`src/hdl/ptcs_pkg.sv`:
```
// ----------------------------------------------------------------------------
// ptcs_pkg
// Shared constants, operation codes and controller/datapath interface types
// for the prefix table candidate search block.
// ----------------------------------------------------------------------------
package ptcs_pkg;

   localparam int TABLE_DEPTH_DEF     = 1024;
   localparam int MAX_COMPOSITION_DEF = 6;
   localparam int MAX_CANDIDATES_DEF  = 32;
   localparam int PAGE_SIZE_DEF       = 8;

   localparam int CODE_BYTES = 6;
   localparam int BYTE_W     = 8;
   localparam int CODE_W     = CODE_BYTES * BYTE_W;
   localparam int GLYPH_W    = 24;
   localparam int ENTRY_W    = CODE_W + GLYPH_W;

   localparam int OP_W       = 4;
   localparam int LETTER_W   = 8;
   localparam int IDX_W      = 6;
   localparam int SLOT_W     = 10;
   localparam int RCOUNT_W   = 11;
   localparam int CTOTAL_W   = 6;
   localparam int PINDEX_W   = 5;
   localparam int PTOTAL_W   = 6;
   localparam int CLEN_W     = 3;

   localparam logic [BYTE_W-1:0] CHAR_UPPER_A = 8'h41;
   localparam logic [BYTE_W-1:0] CHAR_UPPER_Z = 8'h5A;
   localparam logic [BYTE_W-1:0] CHAR_LOWER_A = 8'h61;
   localparam logic [BYTE_W-1:0] CHAR_LOWER_Z = 8'h7A;
   localparam logic [BYTE_W-1:0] CASE_OFFSET  = 8'h20;

   typedef enum logic [OP_W-1:0] {
      OP_LOAD         = 4'd0,
      OP_LETTER       = 4'd1,
      OP_BACKSPACE    = 4'd2,
      OP_NEXT_PAGE    = 4'd3,
      OP_PREV_PAGE    = 4'd4,
      OP_COMMIT_INDEX = 4'd5,
      OP_COMMIT_FIRST = 4'd6,
      OP_CLEAR        = 4'd7,
      OP_READ         = 4'd8
   } op_type;

   typedef struct packed {
      logic capture;
      logic exec;
      logic probe_rd;
      logic probe_upd;
      logic scan_init;
      logic scan_rd;
      logic scan_upd;
      logic cand_rd;
      logic cand_take;
      logic rsp_load;
   } cmd_type;

   typedef struct packed {
      logic go_search;
      logic go_read;
      logic probe_more;
      logic scan_more;
      logic scan_match;
   } status_type;

endpackage

```
`src/hdl/ptcs_ctrl.sv`:
```
// ----------------------------------------------------------------------------
// ptcs_ctrl
// Sequencer: takes one transaction, runs the edit, binary search probes,
// match scan or candidate read, then hands the result to the output register.
// ----------------------------------------------------------------------------
module ptcs_ctrl (
   input  logic                  clock,
   input  logic                  reset,
   input  logic                  req_valid,
   output logic                  req_stall,
   output logic                  rsp_valid,
   input  logic                  rsp_stall,
   input  ptcs_pkg::status_type  status,
   output ptcs_pkg::cmd_type     cmd
);

   typedef enum logic [3:0] {
      S_IDLE,
      S_EXEC,
      S_PROBE_RD,
      S_PROBE_CMP,
      S_SCAN_RD,
      S_SCAN_CMP,
      S_CAND_RD,
      S_CAND_CMP,
      S_DONE
   } state_type;

   state_type state_ff;
   state_type state_in;
   logic      req_stall_ff;
   logic      rsp_valid_ff;

   always_comb begin
      cmd      = '0;
      state_in = state_ff;
      case (state_ff)
         S_IDLE: begin
            if (req_valid) begin
               cmd.capture = 1'b1;
               state_in    = S_EXEC;
            end
         end
         S_EXEC: begin
            cmd.exec = 1'b1;
            if (status.go_search) begin
               state_in = S_PROBE_RD;
            end else if (status.go_read) begin
               state_in = S_CAND_RD;
            end else begin
               state_in = S_DONE;
            end
         end
         S_PROBE_RD: begin
            if (status.probe_more) begin
               cmd.probe_rd = 1'b1;
               state_in     = S_PROBE_CMP;
            end else begin
               cmd.scan_init = 1'b1;
               state_in      = S_SCAN_RD;
            end
         end
         S_PROBE_CMP: begin
            cmd.probe_upd = 1'b1;
            state_in      = S_PROBE_RD;
         end
         S_SCAN_RD: begin
            if (status.scan_more) begin
               cmd.scan_rd = 1'b1;
               state_in    = S_SCAN_CMP;
            end else begin
               state_in = S_DONE;
            end
         end
         S_SCAN_CMP: begin
            cmd.scan_upd = 1'b1;
            state_in     = status.scan_match ? S_SCAN_RD : S_DONE;
         end
         S_CAND_RD: begin
            cmd.cand_rd = 1'b1;
            state_in    = S_CAND_CMP;
         end
         S_CAND_CMP: begin
            cmd.cand_take = 1'b1;
            state_in      = S_DONE;
         end
         S_DONE: begin
            if (!rsp_valid_ff || !rsp_stall) begin
               cmd.rsp_load = 1'b1;
               state_in     = S_IDLE;
            end
         end
         default: begin
            state_in = S_IDLE;
         end
      endcase
   end

   always_ff @(posedge clock) begin
      if (reset) begin
         state_ff     <= S_IDLE;
         req_stall_ff <= 1'b0;
         rsp_valid_ff <= 1'b0;
      end else begin
         state_ff     <= state_in;
         req_stall_ff <= (state_in != S_IDLE);
         if (cmd.rsp_load) begin
            rsp_valid_ff <= 1'b1;
         end else if (!rsp_stall) begin
            rsp_valid_ff <= 1'b0;
         end
      end
   end

   assign req_stall = req_stall_ff;
   assign rsp_valid = rsp_valid_ff;

endmodule

```
`config.mk`:
```
export PLATFORM = sky130hd
export DESIGN_NAME = ptcs_ctrl
export DESIGN_NICKNAME = d
export VERILOG_FILES = /design/src/hdl/ptcs_pkg.sv /design/src/hdl/ptcs_ctrl.sv
export SDC_FILE = /design/constraint.sdc
export NUM_CORES = 1
export LEC_CHECK = 0
export ABC_AREA = 1
export BUFFER_PORTS_ARGS = -buffer_cell sky130_fd_sc_hd__buf_4
export CAP_MARGIN = 20
export CORE_AREA = 2 2 39 41
export CTS_CLUSTER_DIAMETER = 30
export DETAILED_ROUTE_END_ITERATION = 12
export DIE_AREA = 0 0 41 43
export PLACE_DENSITY_LB_ADDON = 0.08
export REMOVE_ABC_BUFFERS = 1
export SLEW_MARGIN = 20
export SYNTH_ARGS = -nofsm -noshare
export SYNTH_HDL_FRONTEND = slang
export SYNTH_SLANG_ARGS = --single-unit
```
`constraint.sdc`:
```
create_clock -name clock -period 1.1 [get_ports clock]
set_input_delay 0.165 -clock clock [delete_from_list [all_inputs] [get_ports clock]]
set_output_delay 0.165 -clock clock [all_outputs]
set_load 0.1 [all_outputs]
```
==> flow_summary.json <==
{
  "stdcell_area_um2": 905,
  "gr-total-overflow": 0,
  "slew_viol_final": 0,
  "drt_iter0_drc": 1,
  "r2r-start": "state_ff[3]",
  "hp-class": "primary input to flip-flop",
  "finalCriticalPeriod_ns": 1.38,
  "synthXorXnorAreaFrac": 0,
  "worst_slack_ns": -0.282,
  "clockBufferDepth": 2,
  "floorplan.die_area_mm2": 0.00176,
  "status": "finished, violations left",
  "crit_path_end": "cmd[0]",
  "p_per_area_mw_per_mm2": 1180,
  "syn_area_um2": 420,
  "rr_worst_depth": 8,
  "worst_path_largest_cell_delay_ns": 0.37,
  "muxShareOfSynthArea": 0,
  "ir_drop_mv": 1.06,
  "worstMarginPinSlew_ns": 0.278,
  "worstPathCellList": "nor2_4 -> nand2_2 -> nor2_4 -> buf_12",
  "p_sw_frac": 0.460,
  "clkPwrFrac": 0.189,
  "power_leakage_uw": 0.000485,
  "internal_power_uw": 574,
  "hold_buffers": 0,
  "dp_hpwl_um": 861,
  "dpl_cell_area_um2": 613,
  "synth.distinct_cells": 12,
  "yosys_warnings": 0,
  "min_period_over_period": 1.26,
  "antenna_found_initial": 0,
  "insertion_delay_ns": 0.24,
  "report.final.setup_viol": 15,
  "grt_max_degree": 7,
  "dp.cells": 113,
  "cp_slowest_cell": "dfxtp_4",
  "path_buf_inv": 1,
  "root_buffer": "clkbuf_4",
  "rows": 14,
  "synth_top_family_by_area": "simple AND/OR/NAND/NOR gates",
  "grt_pass1_vias": 491,
  "crit_arrival_ns": 1.22,
  "drive_gt1_frac": 0.667,
  "chipHeight_um": 43,
  "regToRegSetupSlack_ns": -0.17,
  "gr-usage-all-layers": 0.152,
  "skew_ns": 0.00210,
  "hold_violations": 0,
  "via_per_inst": 4.52,
  "clock-sinks": 6,
  "gp_congestion": 0.790,
  "port_buffers": 20,
  "clkTransAtPathRegs_ns": 0.05,
  "p_comb_frac": 0.554,
  "violations": "negative setup slack",
  "ant_nets": 0,
  "crit_type": "flip-flop to output pin",
  "timing.rr.end": "state_ff[2]",
  "cp_common_cell": "nor2_4",
  "cts_tree": "built",
  "first_pass_iters": 2,
  "diodes": 0,
  "path_max_fanout": 5,
  "wl_per_cell_um": 10.3,
  "fillCellCount": 123,
  "final_core_utilization": 0.654,
  "drc": 0,
  "cp-startpoint": "state_ff[1]",
  "htreeDepth": 1,
  "area_growth_pct": 115,
  "seq_power_share": 0.257,
  "vias": 547,
  "seq_area_frac_synth": 0.286,
  "core_area_mm2": 0.00138,
  "max_freq_mhz": 724,
  "synth_cells": 74,
  "start_util": 0.304,
  "crit_family": "simple AND/OR/NAND/NOR gates",
  "postRouteWirelength_um": 1240,
  "synthAdderAreaFrac": 0,
  "synth_seq_cells": 6,
  "path_depth": 4,
  "die_w_um": 41,
  "switchingPower_uw": 490,
  "nets": 116,
  "rsz0062_at_grt": "yes",
  "max-slew-margin-rel": 0.816,
  "required_ns": 0.94,
  "end_kind": "output pin",
  "fin_cells": 121,
  "crit_path_start_kind": "flip-flop",
  "cts_made_buffers": 3,
  "cap_violations": 0,
  "syn_avg_cell_area_um2": 5.68,
  "io_pins": 21,
  "yosys.area_share.simple": 0.515,
  "grt_pass1_wl_um": 1860,
  "holdWs_ns": 0.114,
  "synth_compound_area_frac": 0.0298
}
## cells in the mapped netlist
master    instances  area [um^2]
inv_1            16         60.1
nor2_1           15         56.3
nand2_1          14         52.6
nand3_1          12         60.1
dfxtp_1           6          120
inv_2             3         11.3
nor2_2            2         12.5
nor2_4            2         22.5
a21oi_1           1         5.00
nor4_1            1         6.26
o211ai_1          1         7.51
or2_1             1         6.26
## final cells by class
class,instances,area (um^2),area share
sequential,6,135,0.149
inverter,19,73.8,0.0816
clock buffer,3,22.5,0.0249
timing repair buffer,28,338,0.373
multi-input combinational,49,315,0.349
tap,16,20.0,0.0221
## worst min-delay path by stage
| stage | start | endpoint | slack, ns | cells past startpoint |
|---|---|---|---|---|
| 6_report | reset | state_ff[2] | 0.11 | 2 |
| 5_1_grt | reset | state_ff[2] | 0.11 | 2 |
| 4_1_cts | reset | state_ff[2] | 0.11 | 2 |
| 3_5_place_dp | reset | state_ff[2] | 0.37 | 2 |
| 3_3_place_gp | reset | state_ff[2] | 0.37 | 2 |
| 2_1_floorplan | reset | rsp_valid | 0.23 | 1 |
## what timing repair did
action | 4_1_cts | 5_1_grt
resized for setup | 55 | 18
buffers inserted | 3 | 3
pin swaps | 8 | 15
setup endpoints to repair | 13 | 15
## metal layers
| layer | GRT usage | routed length (um) |
|---|---|---|
| met5 | 0 | 0 |
| met4 | 0.0200 | 0 |
| met3 | 0.0576 | 68 |
| met2 | 0.256 | 698 |
| met1 | 0.177 | 474 |
## power by group through the flow
stage	registers (uW)	logic [uW]	clock network [uW]
2_1_floorplan	329	265	0
3_3_place_gp	266	444	0
3_5_place_dp	266	444	0
4_1_cts	270	546	208
5_1_grt	277	620	218
6_report	273	589	201
## kinds of logic after synthesis
family | after synthesis
compound gates | 2
buf+inv | 19
flops | 6
simple gates | 47
## cells in the final DEF, fill, tap and decap left out
master / Yosys / layout
o211ai_1: 1 / 1
nand3_2: 0 / 7
dfxtp_1: 6 / 2
clkbuf_4: 0 / 3
nor2_2: 2 / 3
a21oi_1: 1 / 1
nor4_2: 0 / 1
inv_1: 16 / 6
nor2_1: 15 / 10
buf_6: 0 / 4
nand2_1: 14 / 9
nand2_2: 0 / 5
nor2_4: 2 / 6
buf_12: 0 / 9
inv_2: 3 / 12
buf_4: 0 / 15
dfxtp_4: 0 / 4
or2_1: 1 / 1
nand3_1: 12 / 5
inv_4: 0 / 1
## state kept, by name (all words and copies together), names as in the netlist
name       count
rsp_valid      1
req_stall      1
state_ff       4
## stage by stage
step                TNS, ns  power, uW  worst slack, ns
global placement      -1.77        710           -0.181
global route          -4.02       1110           -0.337
finish                -3.05       1060           -0.282
detailed placement    -1.78        710           -0.209
floorplan             -7.14        593            -2.36
CTS                   -2.86       1020           -0.292
(Power assumes the default switching activity.)
